### config.mk
export PLATFORM = sky130hd
export DESIGN_NAME = sprite_animation_frame_offset
export DESIGN_NICKNAME = d
export VERILOG_FILES = /design/src/sv/safo_pkg.sv /design/src/sv/safo_prep.sv /design/src/sv/safo_rem_stage.sv /design/src/sv/safo_fold.sv /design/src/sv/sprite_animation_frame_offset.sv
export SDC_FILE = /design/constraint.sdc
export NUM_CORES = 1
export LEC_CHECK = 0
export BUFFER_PORTS_ARGS = -buffer_cell sky130_fd_sc_hd__buf_2
export CAP_MARGIN = 20
export CORE_AREA = 2 2 215 217
export CTS_CLUSTER_DIAMETER = 40
export CTS_CLUSTER_SIZE = 14
export DETAILED_ROUTE_END_ITERATION = 6
export DIE_AREA = 0 0 217 219
export SYNTH_ARGS = -nofsm -noshare
export SYNTH_HDL_FRONTEND = slang
export SYNTH_SLANG_ARGS = --single-unit
### constraint.sdc
create_clock -name i_clk -period 39.5 [get_ports i_clk]
set_input_delay 5.925 -clock i_clk [delete_from_list [all_inputs] [get_ports i_clk]]
set_output_delay 5.925 -clock i_clk [all_outputs]
set_load 0.05 [all_outputs]
### src/sv/safo_pkg.sv
// shared types and constants for the sprite animation frame offset pipeline
`timescale 1ns / 1ps

package safo_pkg;

    // field widths
    localparam int FRAME_W = 6;
    localparam int MODE_W  = 2;
    localparam int SHIFT_W = 4;
    localparam int CLOCK_W = 31;
    localparam int OFFS_W  = 7;

    // remainder datapath: divisor is 2n or n+1, at most 126
    localparam int DIV_W        = FRAME_W + 1;
    localparam int DIGITS       = 8;
    localparam int REM_STAGES   = 4;
    localparam int DIVIDEND_W   = DIGITS * REM_STAGES;

    // animation modes
    localparam logic [MODE_W-1:0] MODE_NONE      = 2'd0;
    localparam logic [MODE_W-1:0] MODE_OSCILLATE = 2'd1;
    localparam logic [MODE_W-1:0] MODE_FORWARD   = 2'd2;
    localparam logic [MODE_W-1:0] MODE_BACKWARD  = 2'd3;

    // item carried down the pipeline
    typedef struct packed {
        logic [FRAME_W-1:0]    frame_count;
        logic [MODE_W-1:0]     anim_mode;
        logic [DIV_W-1:0]      divisor;
        logic [DIVIDEND_W-1:0] dividend;
        logic [DIV_W-1:0]      rem;
    } t_safo_item;

endpackage

### src/sv/safo_prep.sv
// first stage: clock shift and divisor selection
`timescale 1ns / 1ps

module safo_prep (
    input  logic                          i_clk,
    input  logic                          i_rst_n,
    input  logic                          i_valid,
    output logic                          o_ready,
    input  logic [safo_pkg::FRAME_W-1:0]  i_frame_count,
    input  logic [safo_pkg::MODE_W-1:0]   i_anim_mode,
    input  logic [safo_pkg::SHIFT_W-1:0]  i_speed_shift,
    input  logic [safo_pkg::CLOCK_W-1:0]  i_clock_req,
    output logic                          o_valid,
    input  logic                          i_ready,
    output safo_pkg::t_safo_item          o_data
);

    logic                 r_valid;
    safo_pkg::t_safo_item r_data;
    safo_pkg::t_safo_item n_data;
    logic [safo_pkg::CLOCK_W-1:0] shifted;

    assign o_ready = !r_valid || i_ready;
    assign o_valid = r_valid;
    assign o_data  = r_data;

    // shifted clock and modulus; zero frame count gets a harmless divisor of one
    always_comb begin
        shifted            = i_clock_req >> i_speed_shift;
        n_data.frame_count = i_frame_count;
        n_data.anim_mode   = i_anim_mode;
        n_data.dividend    = {{(safo_pkg::DIVIDEND_W - safo_pkg::CLOCK_W){1'b0}}, shifted};
        n_data.rem         = '0;
        if (i_frame_count == '0) begin
            n_data.divisor = safo_pkg::DIV_W'(1);
        end else if (i_anim_mode == safo_pkg::MODE_OSCILLATE) begin
            n_data.divisor = {i_frame_count, 1'b0};
        end else begin
            n_data.divisor = {1'b0, i_frame_count} + safo_pkg::DIV_W'(1);
        end
    end

    // stage register
    always_ff @(posedge i_clk) begin
        if (!i_rst_n) begin
            r_valid <= 1'b0;
        end else if (o_ready) begin
            r_valid <= i_valid;
        end
        if (o_ready && i_valid) begin
            r_data <= n_data;
        end
    end

endmodule

### src/sv/safo_rem_stage.sv
// one remainder stage: folds eight dividend bits into the running remainder
`timescale 1ns / 1ps

module safo_rem_stage (
    input  logic                 i_clk,
    input  logic                 i_rst_n,
    input  logic                 i_valid,
    output logic                 o_ready,
    input  safo_pkg::t_safo_item i_data,
    output logic                 o_valid,
    input  logic                 i_ready,
    output safo_pkg::t_safo_item o_data
);

    logic                 r_valid;
    safo_pkg::t_safo_item r_data;
    safo_pkg::t_safo_item n_data;
    logic [safo_pkg::DIV_W:0] part;

    assign o_ready = !r_valid || i_ready;
    assign o_valid = r_valid;
    assign o_data  = r_data;

    // restoring remainder, one dividend bit per step, top bits first
    always_comb begin
        n_data = i_data;
        part   = '0;
        for (int b = 0; b < safo_pkg::DIGITS; b++) begin
            part = {n_data.rem, n_data.dividend[safo_pkg::DIVIDEND_W-1]};
            if (part >= {1'b0, n_data.divisor}) begin
                part = part - {1'b0, n_data.divisor};
            end
            n_data.rem      = part[safo_pkg::DIV_W-1:0];
            n_data.dividend = {n_data.dividend[safo_pkg::DIVIDEND_W-2:0], 1'b0};
        end
    end

    // stage register
    always_ff @(posedge i_clk) begin
        if (!i_rst_n) begin
            r_valid <= 1'b0;
        end else if (o_ready) begin
            r_valid <= i_valid;
        end
        if (o_ready && i_valid) begin
            r_data <= n_data;
        end
    end

    // partial remainder always stays below the modulus
    a_rem_below_div: assert property (@(posedge i_clk) disable iff (!i_rst_n)
        r_valid |-> (r_data.rem < r_data.divisor))
        else $error("remainder not below divisor");

    // a nonzero divisor reaches every stage
    a_div_nonzero: assert property (@(posedge i_clk) disable iff (!i_rst_n)
        r_valid |-> (r_data.divisor != '0))
        else $error("zero divisor in remainder stage");

endmodule

### src/sv/safo_fold.sv
// last stage: mode mapping, fold and negate, output register
`timescale 1ns / 1ps

module safo_fold (
    input  logic                         i_clk,
    input  logic                         i_rst_n,
    input  logic                         i_valid,
    output logic                         o_ready,
    input  safo_pkg::t_safo_item         i_data,
    output logic                         o_valid,
    input  logic                         i_ready,
    output logic [safo_pkg::OFFS_W-1:0]  o_frame_offset
);

    logic                         r_valid;
    logic [safo_pkg::OFFS_W-1:0]  r_frame_offset;
    logic [safo_pkg::OFFS_W-1:0]  n_frame_offset;
    logic [safo_pkg::DIV_W-1:0]   n_ext;

    assign o_ready        = !r_valid || i_ready;
    assign o_valid        = r_valid;
    assign o_frame_offset = r_frame_offset;

    // map remainder to offset by mode
    always_comb begin
        n_ext = {1'b0, i_data.frame_count};
        if (i_data.frame_count == '0) begin
            n_frame_offset = '0;
        end else begin
            case (i_data.anim_mode)
                safo_pkg::MODE_OSCILLATE: begin
                    if (i_data.rem < n_ext) begin
                        n_frame_offset = i_data.rem;
                    end else begin
                        n_frame_offset = i_data.divisor - i_data.rem;
                    end
                end
                safo_pkg::MODE_FORWARD:  n_frame_offset = i_data.rem;
                safo_pkg::MODE_BACKWARD: n_frame_offset = '0 - i_data.rem;
                default:                 n_frame_offset = '0;
            endcase
        end
    end

    // output register
    always_ff @(posedge i_clk) begin
        if (!i_rst_n) begin
            r_valid <= 1'b0;
        end else if (o_ready) begin
            r_valid <= i_valid;
        end
        if (o_ready && i_valid) begin
            r_frame_offset <= n_frame_offset;
        end
    end

    // offset never reaches the most negative code
    a_offs_range: assert property (@(posedge i_clk) disable iff (!i_rst_n)
        r_valid |-> (r_frame_offset != {1'b1, {(safo_pkg::OFFS_W-1){1'b0}}}))
        else $error("frame offset out of range");

    // zero frame count always gives a zero offset
    a_zero_frames: assert property (@(posedge i_clk) disable iff (!i_rst_n)
        (i_valid && o_ready && (i_data.frame_count == '0)) |=> (r_frame_offset == '0))
        else $error("nonzero offset for zero frame count");

endmodule

### src/sv/sprite_animation_frame_offset.sv
// top level of the sprite animation frame offset pipeline
//
//   channel  | handshake          | payload
//   ---------+--------------------+----------------------------------------------
//   input    | i_valid / o_ready  | i_frame_count, i_anim_mode, i_speed_shift,
//            |                    | i_clock_req
//   output   | o_valid / i_ready  | o_frame_offset
//
// one transaction per cycle sustained while the output is not stalled; six
// register stages: the shift stage, four remainder stages of eight dividend
// bits each, and the fold stage.
// synchronous active-low reset clears all stage valid bits; no other state.
// each stage holds its transaction while the next stage is full and stalled,
// and empty stages fill in behind a stalled output.
`timescale 1ns / 1ps

module sprite_animation_frame_offset (
    input  logic                          i_clk,
    input  logic                          i_rst_n,
    input  logic                          i_valid,
    output logic                          o_ready,
    input  logic [safo_pkg::FRAME_W-1:0]  i_frame_count,
    input  logic [safo_pkg::MODE_W-1:0]   i_anim_mode,
    input  logic [safo_pkg::SHIFT_W-1:0]  i_speed_shift,
    input  logic [safo_pkg::CLOCK_W-1:0]  i_clock_req,
    output logic                          o_valid,
    input  logic                          i_ready,
    output logic [safo_pkg::OFFS_W-1:0]   o_frame_offset
);

    logic                 stg_valid [safo_pkg::REM_STAGES+1];
    logic                 stg_ready [safo_pkg::REM_STAGES+1];
    safo_pkg::t_safo_item stg_data  [safo_pkg::REM_STAGES+1];

    // shift and divisor stage
    safo_prep u_prep (
        .i_clk         (i_clk),
        .i_rst_n       (i_rst_n),
        .i_valid       (i_valid),
        .o_ready       (o_ready),
        .i_frame_count (i_frame_count),
        .i_anim_mode   (i_anim_mode),
        .i_speed_shift (i_speed_shift),
        .i_clock_req   (i_clock_req),
        .o_valid       (stg_valid[0]),
        .i_ready       (stg_ready[0]),
        .o_data        (stg_data[0])
    );

    // remainder stages
    for (genvar s = 0; s < safo_pkg::REM_STAGES; s++) begin : g_rem
        safo_rem_stage u_rem (
            .i_clk   (i_clk),
            .i_rst_n (i_rst_n),
            .i_valid (stg_valid[s]),
            .o_ready (stg_ready[s]),
            .i_data  (stg_data[s]),
            .o_valid (stg_valid[s+1]),
            .i_ready (stg_ready[s+1]),
            .o_data  (stg_data[s+1])
        );
    end

    // fold and output stage
    safo_fold u_fold (
        .i_clk          (i_clk),
        .i_rst_n        (i_rst_n),
        .i_valid        (stg_valid[safo_pkg::REM_STAGES]),
        .o_ready        (stg_ready[safo_pkg::REM_STAGES]),
        .i_data         (stg_data[safo_pkg::REM_STAGES]),
        .o_valid        (o_valid),
        .i_ready        (i_ready),
        .o_frame_offset (o_frame_offset)
    );

    // an empty output slot means the whole pipe can take a transaction
    a_ready_when_drained: assert property (@(posedge i_clk) disable iff (!i_rst_n)
        !o_valid |-> o_ready)
        else $error("input blocked with empty output stage");

endmodule
==> Word-level counts from Yosys, hierarchy flattened <==
Cells that the tools add are included.
{ "word_totals": {"ff_bits": 195, "latchBits": 0, "mem_bits_rw": 0, "rom_bits": 0, "inputBits": 47, "out_inout_bits": 9, "elab_cells": 158, "mem_count": 0} }
{ "op_classes": {"add_sub_neg": 35, "n_mul": 0, "div": 0, "order_cmp": 33, "n_eq_ne": 4, "shifts": 1, "mux": 35, "n_bitwise": 0, "n_reduce_logical": 20} }
{ "ops": {"columns": ["op", "n"], "rows": [
  ["$ge 8x7->1", 31],
  ["$mux 7", 34],
  ["$sub 7x7->7", 32],
  ["$shr 31x4->31", 1],
  ["$pmux 7 s3", 1],
  ["$sub 1x7->7 const A", 2],
  ["$logic_not 6->1", 2],
  ["$add 6x1->7 const B", 1],
  ["$ge 1x7->1 const A", 1],
  ["$lt 7x6->1", 1],
  ["$logic_and 1x1->1", 6],
  ["$logic_not 1->1", 6],
  ["$logic_or 1x1->1", 6],
  ["$eq 2x1->1 const B", 2],
  ["$eq 2x2->1 const B", 2]
]} }

==> Longest topological paths before layout <==
Gate-level depths: netlist of run 1.
{ "depth": {"ltp_word": 16, "depth_mapped": 82, "ltp_nobuf": 79} }

==> By module <==
Synthesis of run 1 repeated with hierarchy kept, for this count alone.
{ "unflattened": {"cells_unflattened": 2231, "area_unflattened_um2": 22676.7} }
{ "modules_own_cells": {"columns": ["mod", "instances", "cells_each", "area_each_um2", "seq_area_each_um2"], "rows": [
  ["safo_rem_stage at g_rem[1].u_rem", 1, 454, 4635.7, 1401.3],
  ["safo_rem_stage at g_rem[0].u_rem", 1, 459, 4613.2, 1401.3],
  ["safo_rem_stage at g_rem[2].u_rem", 1, 457, 4601.9, 1401.3],
  ["safo_rem_stage at g_rem[3].u_rem", 1, 457, 4591.9, 1401.3],
  ["safo_prep", 1, 277, 3168.0, 1401.3],
  ["safo_fold", 1, 127, 1066.0, 230.2]
]} }

==> Worst setup path before layout of run 1 <==
OpenSTA, ideal clock, no wires.
{ "synth_timing": {"path_type": "register -> register", "start": "register g_rem[1].u_rem.r_data (netlist bit g_rem[1].u_rem.o_data[40])", "end": "register g_rem[2].u_rem.r_data (netlist bit g_rem[2].u_rem.o_data[1]) (data pin)", "setup_time_ns": 0.261, "arrival_time_ns": 16.919, "required_ns": 39.239, "setup_slack_ns": 22.321, "path_stages_with_launch": 77, "n_path_buf": 4, "period_less_slack_ns": 17.179, "path_cell_list": "edfxtp_1 -> inv_1 -> fa_1 -> a211o_1 -> a311oi_4 -> o21a_1 -> mux2_2 -> ha_1 -> nor2b_1 -> o31a_1 -> o31ai_1 -> o211ai_4 -> clkbuf_1 -> mux2_2 -> ha_1 -> and3_1 -> a41oi_1 -> a31oi_1 -> [... 41 more ...] -> a21oi_1 -> o21ai_0 -> a21oi_1 -> o211ai_1 -> nand2b_1 -> buf_2 -> nor2_1 -> a21oi_1 -> fa_1 -> a21o_1 -> a21oi_1 -> o21bai_1 -> a21oi_1 -> o21ai_0 -> a21o_1 -> or4b_4 -> a21boi_1 -> a221o_1"} }
{ "synth_between": {"elab_chain_cells": 16, "elab_cells_between_ends": 24, "classes_between": "add/sub: 8; order compare: 8; mux: 8"} }
{ "synth_rtl": {"columns": ["item", "line", "source"], "rows": [
  ["from (decl)", "safo_rem_stage.sv:16", "safo_pkg::t_safo_item r_data;"],
  ["from (signal assigned)", "safo_rem_stage.sv:46", "r_data <= n_data;"],
  ["$sub 7x7->7 or $ge 8x7->1 (tied branches)", "safo_rem_stage.sv:31, safo_rem_stage.sv:30", null],
  ["$mux 7", "safo_rem_stage.sv:30", "if (part >= {1'b0, n_data.divisor}) begin"],
  ["$sub 7x7->7 or $ge 8x7->1 (tied branches)", "safo_rem_stage.sv:31, safo_rem_stage.sv:30", null],
  ["$mux 7", "safo_rem_stage.sv:30", null],
  ["$sub 7x7->7 or $ge 8x7->1 (tied branches)", "safo_rem_stage.sv:31, safo_rem_stage.sv:30", null],
  ["$mux 7", "safo_rem_stage.sv:30", null],
  ["$sub 7x7->7 or $ge 8x7->1 (tied branches)", "safo_rem_stage.sv:31, safo_rem_stage.sv:30", null],
  ["$mux 7", "safo_rem_stage.sv:30", null],
  ["$sub 7x7->7 or $ge 8x7->1 (tied branches)", "safo_rem_stage.sv:31, safo_rem_stage.sv:30", null],
  ["$mux 7", "safo_rem_stage.sv:30", null],
  ["$sub 7x7->7 or $ge 8x7->1 (tied branches)", "safo_rem_stage.sv:31, safo_rem_stage.sv:30", null],
  ["$mux 7", "safo_rem_stage.sv:30", null],
  ["$ge 8x7->1 or $sub 7x7->7 (tied branches)", "safo_rem_stage.sv:30, safo_rem_stage.sv:31", null],
  ["$mux 7", "safo_rem_stage.sv:30", null],
  ["$sub 7x7->7 or $ge 8x7->1 (tied branches)", "safo_rem_stage.sv:31, safo_rem_stage.sv:30", null],
  ["$mux 7 (*)", "safo_rem_stage.sv:30", null],
  ["net g_rem[2].u_rem.part (one bit)", "safo_rem_stage.sv:18", "logic [safo_pkg::DIV_W:0] part;"],
  ["to (signal assigned)", "safo_rem_stage.sv:46", null],
  ["to (decl)", "safo_rem_stage.sv:16", null]
]} }
Mark *: on every way through the listed nets, which the timed path passes. The rest lies on a longest branch.
A chain may end at the register's enable or synchronous reset.

==> Worst setup path after layout of run 1 <==
{ "layout_timing": {"start": "register g_rem[0].u_rem.r_data (netlist bit g_rem[0].u_rem.o_data[40])", "end": "register g_rem[1].u_rem.r_data (netlist bit g_rem[1].u_rem.o_data[2]) (data pin)"} }
{ "layout_between": {"elab_chain_cells": 16, "elab_cells_between_ends": 24, "classes_between": "add/sub: 8; order compare: 8; mux: 8"} }
{ "layout_rtl": {"columns": ["item", "line"], "rows": [
  ["from (decl)", "safo_rem_stage.sv:16"],
  ["from (signal assigned)", "safo_rem_stage.sv:46"],
  ["$sub 7x7->7 or $ge 8x7->1 (tied branches)", "safo_rem_stage.sv:31, safo_rem_stage.sv:30"],
  ["$mux 7", "safo_rem_stage.sv:30"],
  ["$sub 7x7->7 or $ge 8x7->1 (tied branches)", "safo_rem_stage.sv:31, safo_rem_stage.sv:30"],
  ["$mux 7", "safo_rem_stage.sv:30"],
  ["$sub 7x7->7 or $ge 8x7->1 (tied branches)", "safo_rem_stage.sv:31, safo_rem_stage.sv:30"],
  ["$mux 7", "safo_rem_stage.sv:30"],
  ["$sub 7x7->7 or $ge 8x7->1 (tied branches)", "safo_rem_stage.sv:31, safo_rem_stage.sv:30"],
  ["$mux 7", "safo_rem_stage.sv:30"],
  ["$sub 7x7->7 or $ge 8x7->1 (tied branches)", "safo_rem_stage.sv:31, safo_rem_stage.sv:30"],
  ["$mux 7", "safo_rem_stage.sv:30"],
  ["$sub 7x7->7 or $ge 8x7->1 (tied branches)", "safo_rem_stage.sv:31, safo_rem_stage.sv:30"],
  ["$mux 7", "safo_rem_stage.sv:30"],
  ["$ge 8x7->1 or $sub 7x7->7 (tied branches)", "safo_rem_stage.sv:30, safo_rem_stage.sv:31"],
  ["$mux 7", "safo_rem_stage.sv:30"],
  ["$sub 7x7->7 or $ge 8x7->1 (tied branches)", "safo_rem_stage.sv:31, safo_rem_stage.sv:30"],
  ["$mux 7 (*)", "safo_rem_stage.sv:30"],
  ["net g_rem[1].u_rem.part (one bit)", "safo_rem_stage.sv:18"]
]} }
Marked as above.

==> results of run 1 <==
## synth_stat cells, drive strengths merged, types with 31 or more instances
library cell	n
mux2	67
fa	32
o21ai	119
xor2	53
nor2	137
a21o	55
edfxtp	189
o21a	37
inv	182
a21oi	147
nand2	114
nand2b	44
nor2b	73
mux2i	79
xnor2	66
ha	232
nor3	31
## stage by stage
stage / worst slack [ns] / hold WS, ns / util, % / cells
after detailed placement: 19.79 / 0.405 / 46.7 / 2707
after global routing: 17.80 / 0.423 / 48.0 / 2739
after floorplan: 22.32 / 0.400 / - / 2087
final: 19.57 / 0.420 / 48.0 / 2739
after global placement: 19.93 / 0.401 / 46.7 / 2707
after CTS: 19.69 / 0.420 / 48.0 / 2738
## cells by family after synthesis
logic type	count (synthesis)	share of synthesized area [%]
and+or+nand+nor	545	14.2
adders and majority gates	264	17.6
DFF	195	28.8
buffers and inverters	225	4.36
muxes	163	9.90
AOI/OAI and AO/OA	576	20.0
xor gates and xnor gates	119	5.18
## final cells by class
cell class	count	share of cell area, %
repair buffers	61	1.48
clock inverters	13	0.659
flip-flops and latches	195	26.8
multi-input cells	1667	62.4
clock buffers	18	2.03
well taps	600	3.47
diodes	1	0.0116
inverters	184	3.19
## sequential cells by signal (all words and copies together) (netlist names)
| name | flops |
|---|---|
| g_rem.u_rem.o_valid | 4 |
| u_fold.o_valid | 1 |
| g_rem.u_rem.o_data | 136 |
| u_prep.o_valid | 1 |
| u_fold.o_frame_offset | 7 |
| u_prep.o_data | 46 |
## metal layers
metal | global-route usage (%) | part of all wire (%) | routed length (µm) | vias to the layer above
met5 | 0 | 0 | 0 | -
met4 | 5.64 | 1.8 | 890 | 0
met2 | 35.7 | 48 | 23100 | 349
met1 | 27.6 | 47 | 22700 | 7613
met3 | 2.19 | 3.6 | 1750 | 77
li1 | - | - | - | 7887
## layout by cell type (no fill, tap or decap), types with 32 or more instances in the layout
| master | n |
|---|---|
| o21a_1 | 37 |
| buf_2 | 55 |
| a21oi_1 | 147 |
| nand2_1 | 110 |
| nor2_1 | 136 |
| xor2_1 | 53 |
| mux2i_1 | 76 |
| inv_1 | 182 |
| o21ai_0 | 115 |
| nor2b_1 | 71 |
| xnor2_1 | 66 |
| fa_1 | 32 |
| edfxtp_1 | 189 |
| ha_1 | 232 |
| a21o_1 | 55 |
| mux2_2 | 49 |
| nand2b_1 | 44 |
## critical path: cells and delay by family, from the launching register on
family | cells | cell delay (ns)
simple gates | 13 | 2.85
mux | 7 | 2.19
fa+ha+maj | 8 | 2.93
buf+inv | 5 | 1.11
flops | 1 | 0.72
compound gates | 38 | 9.82
## final timing paths
path | slack, ns | cells past startpoint | to
worst min register to register | 0.42 | 0 | g_rem[1].u_rem.o_data[33]
worst min-delay path | 0.42 | 0 | g_rem[1].u_rem.o_data[33]
worst max register to register | 19.57 | 71 | g_rem[1].u_rem.o_data[2]
worst max-delay path | 19.57 | 71 | g_rem[1].u_rem.o_data[2]
==> reports/metrics.csv, run 1 <==
stage,metric,value,unit
synthesis,Mapped Nets,2398,
synthesis,Ys Warns,0,
clocking,Clock Path Buffers,2,
final_layout,Area growth syn-to-layout,7.49,%
clocking,CTS root buf,clkbuf_16,
setup_path,Critical Path Sink Type,flip-flop,
setup_path,critical path arrival,20.09,ns
worst_hold_path,hold wc startpoint,g_rem[0].u_rem.o_data[25],
sta,Final setup viols,0,
route,drt drc,0,
global_route,largest net degree at the start of global routing,47,
setup_path,peak fanout along the critical path,13,
setup_path,Crit path top cell by count,a21oi_1,
synthesis,Post-synth ARST share,0,%
sta,FMAX,50.2,MHz
clocking,"CTS clk-pin slew, worst paths",0.07,ns
final_layout,Storage cell area,5800,µm²
sta,pin slew with the least headroom to its limit,0.992,ns
floorplanning,die height,219,µm
route,DRT antenna net count,0,
setup_path,max incr delay on CP,0.72,ns
synthesis,number of synthesized register bits,195,
floorplanning,initial core utilization,44.7,%
route,via count,15900,
placed_design,Port Buffers,55,
clocking,PostCTS Resize Cnt,0,
sta,final hold vios,0,
clocking,Sink Count,195,
run_status,outcome,completed,
run,max_cap viols,0,
global_route,GRT Overall Usage,20.7,%
route,starting DRC count in detailed routing,1094,
setup_path,Critical Path RT,39.65,ns
final_layout,fin area,21600,µm²
clocking,postcts setup bufs,0,
synthesis,Yosys cell types,110,
clocking,CTS Buf Count,17,
setup_path,CP startpoint,g_rem[0].u_rem.o_data[40],
floorplanning,CORE AREA,45100,µm²
synthesis,register area share after synthesis,28.8,%
final_layout,filler instances,4234,
clocking,cts hold-fix bufs,0,
sta,RSZ-0062 raised after global routing,false,
setup_path,CP Launch Type,flip-flop,
final_layout,layout cells sized above 1,10.9,%
final_layout,multi-input combinational cell area,13500,µm²
setup_path,Slowest cell on crit path,edfxtp_1,
floorplanning,Ports,56,
clocking,"Clk Latency, worst-skew pair",0.43,ns
route,Total Wirelength,48400,µm
final_layout,Final nets,2437,
sta,Period minus WS final,19.93,ns
route,WL per Instance,17.7,µm
sta,fin. max-slew vios,0,
global_route,GR Overflow Total,0,
synthesis,"top cells by area, synth","edfxtp_1, ha_1, mux2i_1",
route,vias per cell,5.81,
global_route,initial antenna violation count,1,
synthesis,dominant cell type by area after synthesis,edfxtp_1,
floorplanning,Die ar.,47500,µm²
synthesis,Syn Inst Count,2087,
sta,Final Cycle Share,50.5,%
floorplanning,Die Width,217,µm
worst_hold_path,HP Class,flip-flop to flip-flop,
synthesis,Synth top area share,28.2,%
sta,TNS Setup,0,ns
route,iteration count of the initial detailed-routing pass,6,
synthesis,Most used DFF post-synth,edfxtp_1,
placed_design,Area after DPL,21100,µm²
floorplanning,Rows,78,
synthesis,Post-synth EDFFs,189,
synthesis,Post-Syn Area,20100,µm²
global_route,global-route wire length before repair,80200,µm
clocking,H-tree depth,4,
placed_design,hpwl dp,37900,µm
setup_path,Setup CP Type,flip-flop to flip-flop,
sta,Slew HR,33.7,%
sta,clock skew,0.0106,ns
global_route,number of global-route vias before repair,15800,
synthesis,post-synthesis average cell area,9.65,µm²
placed_design,placer's final routability congestion estimate,0.904,
clocking,CTS tree,done,
setup_path,worst r2r src,g_rem[0].u_rem.o_data[40],
Power of run 1 is left out: the tool's default activity adds up to more than one toggle a clock period on the data nets, which glitch-free logic cannot reach.
==> run 2, diff against run 1 <==
--- a/config.mk
+++ b/config.mk
@@ -5,6 +5,7 @@
 export SDC_FILE = /design/constraint.sdc
 export NUM_CORES = 1
 export LEC_CHECK = 0
+export ABC_AREA = 1
 export BUFFER_PORTS_ARGS = -buffer_cell sky130_fd_sc_hd__buf_2
 export CAP_MARGIN = 20
 export CORE_AREA = 2 2 215 217
==> constraint.sdc (replaced) <==
create_clock -name i_clk -period 20.8 [get_ports i_clk]
set_input_delay 3.12 -clock i_clk [delete_from_list [all_inputs] [get_ports i_clk]]
set_output_delay 3.12 -clock i_clk [all_outputs]
set_load 0.05 [all_outputs]
==> run 2 against run 1 <==
- cell count increased by 20%
- clock skew increased by 0.00099 ns
- sequential share of layout area about the same
- setup slack got worse by 15 ns
==> reports/metrics.csv, run 2 <==
stage,metric,value,unit
synthesis,dominant cell type by area after synthesis,edfxtp_1,
floorplanning,Rows,78,
route,vias per cell,5.27,
setup_path,Slowest cell on crit path,edfxtp_1,
sta,TNS Setup,0,ns
final_layout,"commonest cells after routing, fill and taps aside","nand2_1, inv_1, ha_1",
synthesis,Post-synth EDFFs,189,
global_route,initial antenna violation count,1,
global_route,global-route wire length before repair,80700,µm
final_layout,filler instances,4433,
route,drt drc,0,
route,Total Wirelength,48800,µm
sta,Slew HR,30.8,%
placed_design,Port Buffers,55,
synthesis,Post-Syn Area,20100,µm²
synthesis,Ys Warns,0,
clocking,"CTS clk-pin slew, worst paths",0.08,ns
floorplanning,Die Width,217,µm
run_status,outcome,completed,
sta,final hold vios,0,
floorplanning,die height,219,µm
clocking,PostCTS Resize Cnt,0,
sta,pin slew with the least headroom to its limit,1.04,ns
synthesis,"top cells by area, synth","edfxtp_1, ha_1, nand2_1",
setup_path,Setup CP Type,flip-flop to flip-flop,
placed_design,hpwl dp,38900,µm
final_layout,Area growth syn-to-layout,7.65,%
synthesis,register area share after synthesis,28.8,%
sta,RSZ-0062 raised after global routing,false,
sta,clock skew,0.0116,ns
synthesis,number of synthesized register bits,195,
route,DRT antenna net count,0,
floorplanning,Ports,56,
clocking,CTS Buf Count,17,
worst_hold_path,hold wc startpoint,g_rem[0].u_rem.o_data[23],
clocking,cts hold-fix bufs,0,
clocking,Sink Count,195,
setup_path,peak fanout along the critical path,12,
final_layout,"commonest non-fill, non-tap cell in the layout",nand2_1,
setup_path,worst r2r src,g_rem[0].u_rem.o_data[40],
synthesis,Syn Inst Count,2638,
floorplanning,initial core utilization,44.6,%
sta,fin. max-slew vios,0,
sta,FMAX,63.3,MHz
global_route,GR Overflow Total,0,
worst_hold_path,hold path cells,0,
synthesis,post-synthesis average cell area,7.63,µm²
synthesis,Synth top area share,28.2,%
setup_path,Critical Path Sink Type,flip-flop,
clocking,CTS root buf,clkbuf_16,
placed_design,Area after DPL,21000,µm²
synthesis,Most used DFF post-synth,edfxtp_1,
setup_path,Critical Path RT,20.98,ns
clocking,Clock Path Buffers,2,
synthesis,commonest cells in the synthesized netlist,"nand2_1, inv_1, ha_1",
route,iteration count of the initial detailed-routing pass,5,
worst_hold_path,HP Class,flip-flop to flip-flop,
placed_design,placer's final routability congestion estimate,0.951,
clocking,postcts setup bufs,0,
route,WL per Instance,14.8,µm
synthesis,Yosys cell types,57,
sta,Period minus WS final,15.79,ns
final_layout,Non-Filler Instances,3295,
final_layout,Final nets,2992,
setup_path,CP Launch Type,flip-flop,
clocking,CTS tree,done,
clocking,H-tree depth,4,
clocking,"Clk Latency, worst-skew pair",0.43,ns
floorplanning,CORE AREA,45100,µm²
synthesis,Post-synth ARST share,0,%
floorplanning,Die ar.,47500,µm²
run,max_cap viols,0,
setup_path,critical path arrival,15.97,ns
final_layout,fin area,21700,µm²
placed_design,Inst Count DP,3261,
global_route,number of global-route vias before repair,16800,
sta,Final Cycle Share,75.9,%
sta,Final setup viols,0,
synthesis,dominant cell by count in the synthesized netlist,nand2_1,
final_layout,Largest register FFs,136,
route,starting DRC count in detailed routing,1138,
setup_path,CP startpoint,g_rem[0].u_rem.o_data[40],
setup_path,max incr delay on CP,0.85,ns
route,via count,17400,
setup_path,Worst Reg2Reg Path Length in Cells,78,
final_layout,layout cells sized above 1,8.05,%
setup_path,Crit path top cell by count,nand2_1,
synthesis,Mapped Nets,2949,
global_route,GRT Overall Usage,20.8,%
global_route,largest net degree at the start of global routing,47,
## run 2: kinds of logic after synthesis
kind of cell             count (synthesis)  synth area share [%]
XOR/XNOR                               139                  6.05
buffers and inverters                  450                  8.55
AO/OA/AOI/OAI                          420                  12.0
AND/OR/NAND/NOR                       1166                  26.8
adder cells (fa/ha/maj)                264                  17.6
flip-flops                             195                  28.8
multiplexers                             4                 0.199
## run 2: worst paths after layout
path / slack, ns / endpoint
setup / recovery: 5.01 / g_rem[1].u_rem.o_data[1]
hold / removal: 0.41 / g_rem[1].u_rem.o_data[31]
setup reg to reg: 5.01 / g_rem[1].u_rem.o_data[1]
hold reg to reg: 0.41 / g_rem[1].u_rem.o_data[31]
## run 2: layout make-up
| type | count | area [µm²] | share of cell area (%) |
|---|---|---|---|
| tap | 600 | 751 | 3.47 |
| clock inverter | 14 | 170 | 0.785 |
| antenna | 1 | 2.50 | 0.0116 |
| inverter | 416 | 1560 | 7.21 |
| multi-input combinational | 1993 | 12600 | 58.3 |
| sequential | 195 | 5800 | 26.8 |
| timing repair buffer | 58 | 330 | 1.52 |
| clock buffer | 18 | 429 | 1.98 |
## run 2: critical path, delay by kind of cell, from the launching register on
kind	cells	cell delay (ns)
fa+ha+maj	8	3.26
simple gates	37	4.43
buf+inv	8	1.16
flops	1	0.85
compound gates	25	5.77
## run 2: through the flow
stage	worst slack [ns]	hold WS (ns)	util (%)
3_3_place_gp	5.44	0.400	46.6
4_1_cts	5.00	0.415	48.0
6_report	5.01	0.414	48.0
2_1_floorplan	8.00	0.400	-
3_5_place_dp	5.09	0.405	46.7
5_1_grt	3.53	0.424	48.0
## run 2: layer usage
layer  vias to the layer above  part of all wire (%)  track usage, %  wire length [µm]
met2                       369                    49            37.2             24000
met3                        85                   3.4            2.22              1680
met4                         0                   2.6            7.10              1270
met5                         -                     0               0                 0
met1                      8022                    45            26.0             21900
li1                       8876                     -               -                 -
Power of run 2 is left out for the same reason.
==> run 3, diff against run 2 <==
--- a/config.mk
+++ b/config.mk
@@ -5,7 +5,7 @@
 export SDC_FILE = /design/constraint.sdc
 export NUM_CORES = 1
 export LEC_CHECK = 0
-export ABC_AREA = 1
+export ABC_AREA = 0
 export BUFFER_PORTS_ARGS = -buffer_cell sky130_fd_sc_hd__buf_2
 export CAP_MARGIN = 20
 export CORE_AREA = 2 2 215 217
==> constraint.sdc (replaced) <==
create_clock -name i_clk -period 14.6 [get_ports i_clk]
set_input_delay 2.19 -clock i_clk [delete_from_list [all_inputs] [get_ports i_clk]]
set_output_delay 2.19 -clock i_clk [all_outputs]
set_load 0.05 [all_outputs]
==> run 3 against run 2 <==
- sequential cell count is the same
- routed wire length grew 14%
- the run now ends with setup timing left
- cell count shrank 0.88%
- highest routed layer is now met5
- critical endpoint is now g_rem[2].u_rem.o_data[1]
==> reports/metrics.csv, run 3 (synthesis results as in run 1) <==
stage,metric,value,unit
run_status,failing checks,setup timing,
worst_hold_path,sink of the worst hold path,g_rem[0].u_rem.o_data[26],
sta,fin. max-slew vios,0,
global_route,global-route wire length before repair,87600,µm
sta,clock skew,0.0147,ns
route,DRT antenna net count,0,
global_route,largest net degree at the start of global routing,47,
sta,FMAX,66.3,MHz
sta,Final setup viols,14,
placed_design,hpwl dp,42500,µm
placed_design,placer's final routability congestion estimate,0.901,
sta,final hold vios,0,
route,starting DRC count in detailed routing,847,
clocking,H-tree depth,4,
final_layout,layout cells sized above 1,37.1,%
worst_hold_path,hold wc startpoint,u_prep.o_data[18],
setup_path,critical path arrival,15.26,ns
clocking,CTS Buf Count,17,
setup_path,CP Launch Type,flip-flop,
final_layout,Final nets,2964,
run,max_cap viols,0,
global_route,initial antenna violation count,2,
clocking,"CTS clk-pin slew, worst paths",0.07,ns
setup_path,Setup CP Type,flip-flop to flip-flop,
floorplanning,die height,219,µm
final_layout,Largest register FFs,136,
floorplanning,Die Width,217,µm
final_layout,Area growth syn-to-layout,34.7,%
sta,Final Cycle Share,103,%
sta,Slew HR,34.7,%
placed_design,Inst Count DP,3117,
route,Total Wirelength,55400,µm
floorplanning,initial core utilization,44.7,%
setup_path,r2r setup slk,-0.49,ns
sta,Period minus WS final,15.09,ns
run_status,outcome,"finished, violations left",
route,vias per cell,5.54,
route,via count,18100,
worst_hold_path,hold path cells,0,
setup_path,crit-path leading delay family,compound AO/OA/AOI/OAI gates,
setup_path,Critical Path RT,14.77,ns
placed_design,Port Buffers,55,
route,WL per Instance,17.0,µm
final_layout,"commonest non-fill, non-tap cell in the layout",buf_4,
clocking,Sink Count,195,
sta,RSZ-0062 raised after global routing,true,
final_layout,Layout Utilization,60.1,%
clocking,CTS root buf,clkbuf_16,
floorplanning,Ports,56,
final_layout,diode count,0,
clocking,CTS tree,done,
final_layout,"commonest cells after routing, fill and taps aside","buf_4, ha_1, edfxtp_1",
floorplanning,Die ar.,47500,µm²
clocking,Clock Path Buffers,2,
sta,pin slew with the least headroom to its limit,0.978,ns
worst_hold_path,HP Class,flip-flop to flip-flop,
setup_path,Slowest cell on crit path,or4b_4,
setup_path,Reg2Reg Capture Point,g_rem[2].u_rem.o_data[1],
sta,TNS Setup,-4.83,ns
setup_path,max incr delay on CP,0.52,ns
setup_path,Crit path top cell by count,buf_4,
setup_path,worst r2r src,g_rem[1].u_rem.o_data[38],
setup_path,"Buf+Inv Stages, Crit Path",16,
floorplanning,Rows,78,
clocking,cts hold-fix bufs,0,
setup_path,peak fanout along the critical path,7,
global_route,GRT Overall Usage,22.7,%
clocking,"Clk Latency, worst-skew pair",0.44,ns
final_layout,Non-Filler Instances,3266,
sta,fin worst setup slack,-0.492,ns
placed_design,dpl ws,-1.30,ns
global_route,GR Overflow Total,0,
route,drt drc,0,
setup_path,Worst Reg2Reg Path Length in Cells,76,
setup_path,Critical Path Sink Type,flip-flop,
route,iteration count of the initial detailed-routing pass,5,
floorplanning,CORE AREA,45100,µm²
global_route,number of global-route vias before repair,18000,
==> run 3: worst reg2reg max path, delay by kind of cell, from the launching register on <==
family	cells	cell delay (ns)
compound gates	34	6.60
fa+ha+maj	9	2.29
mux	7	1.86
buf+inv	16	1.84
simple gates	9	1.69
flops	1	0.39
xor+xnor	1	0.21
==> run 3: stage by stage <==
step	hold slack [ns]	cell area, µm²
global placement	0.401	24600
finish	0.414	27100
detailed placement	0.405	24600
CTS	0.413	26100
floorplan	0.400	20700
global route	0.424	27100
==> run 3: final cells by class <==
class                   count  area (µm²)
clock buffers              19         443
clock inverters            13         138
fillers                  3814       18000
inverters                 184         701
multi-input cells        1667       14900
flip-flops and latches    195        5800
well taps                 600         751
repair buffers            588        4360
==> run 3: routing by layer <==
layer | vias up | global-route usage (%) | share of wire (%)
li1 | 8934 | - | -
met1 | 8661 | 28.5 | 43
met2 | 374 | 40.6 | 50
met3 | 111 | 2.41 | 3.7
met4 | 2 | 7.51 | 2.8
met5 | - | 0 | 0.022
==> run 3: worst max-delay path by stage <==
stage                               endpoint                      start  depth (start not counted)
finish              g_rem[2].u_rem.o_data[1]  g_rem[1].u_rem.o_data[38]                         76
detailed placement  g_rem[2].u_rem.o_data[1]  g_rem[1].u_rem.o_data[38]                         75
global placement    g_rem[2].u_rem.o_data[1]  g_rem[1].u_rem.o_data[38]                         76
floorplan           g_rem[2].u_rem.o_data[1]  g_rem[1].u_rem.o_data[40]                         76
global route        g_rem[2].u_rem.o_data[1]  g_rem[1].u_rem.o_data[38]                         75
CTS                 g_rem[2].u_rem.o_data[1]  g_rem[1].u_rem.o_data[38]                         75
==> run 3: what timing repair did <==
| item | CTS | global route |
|---|---|---|
| buffers inserted | 64 | 56 |
| pin swaps | 65 | 106 |
| gates cloned | 1 | 0 |
| endpoints found under the setup margin | 21 | 28 |
| resized for setup | 78 | 161 |
Power of run 3 is left out for the same reason.
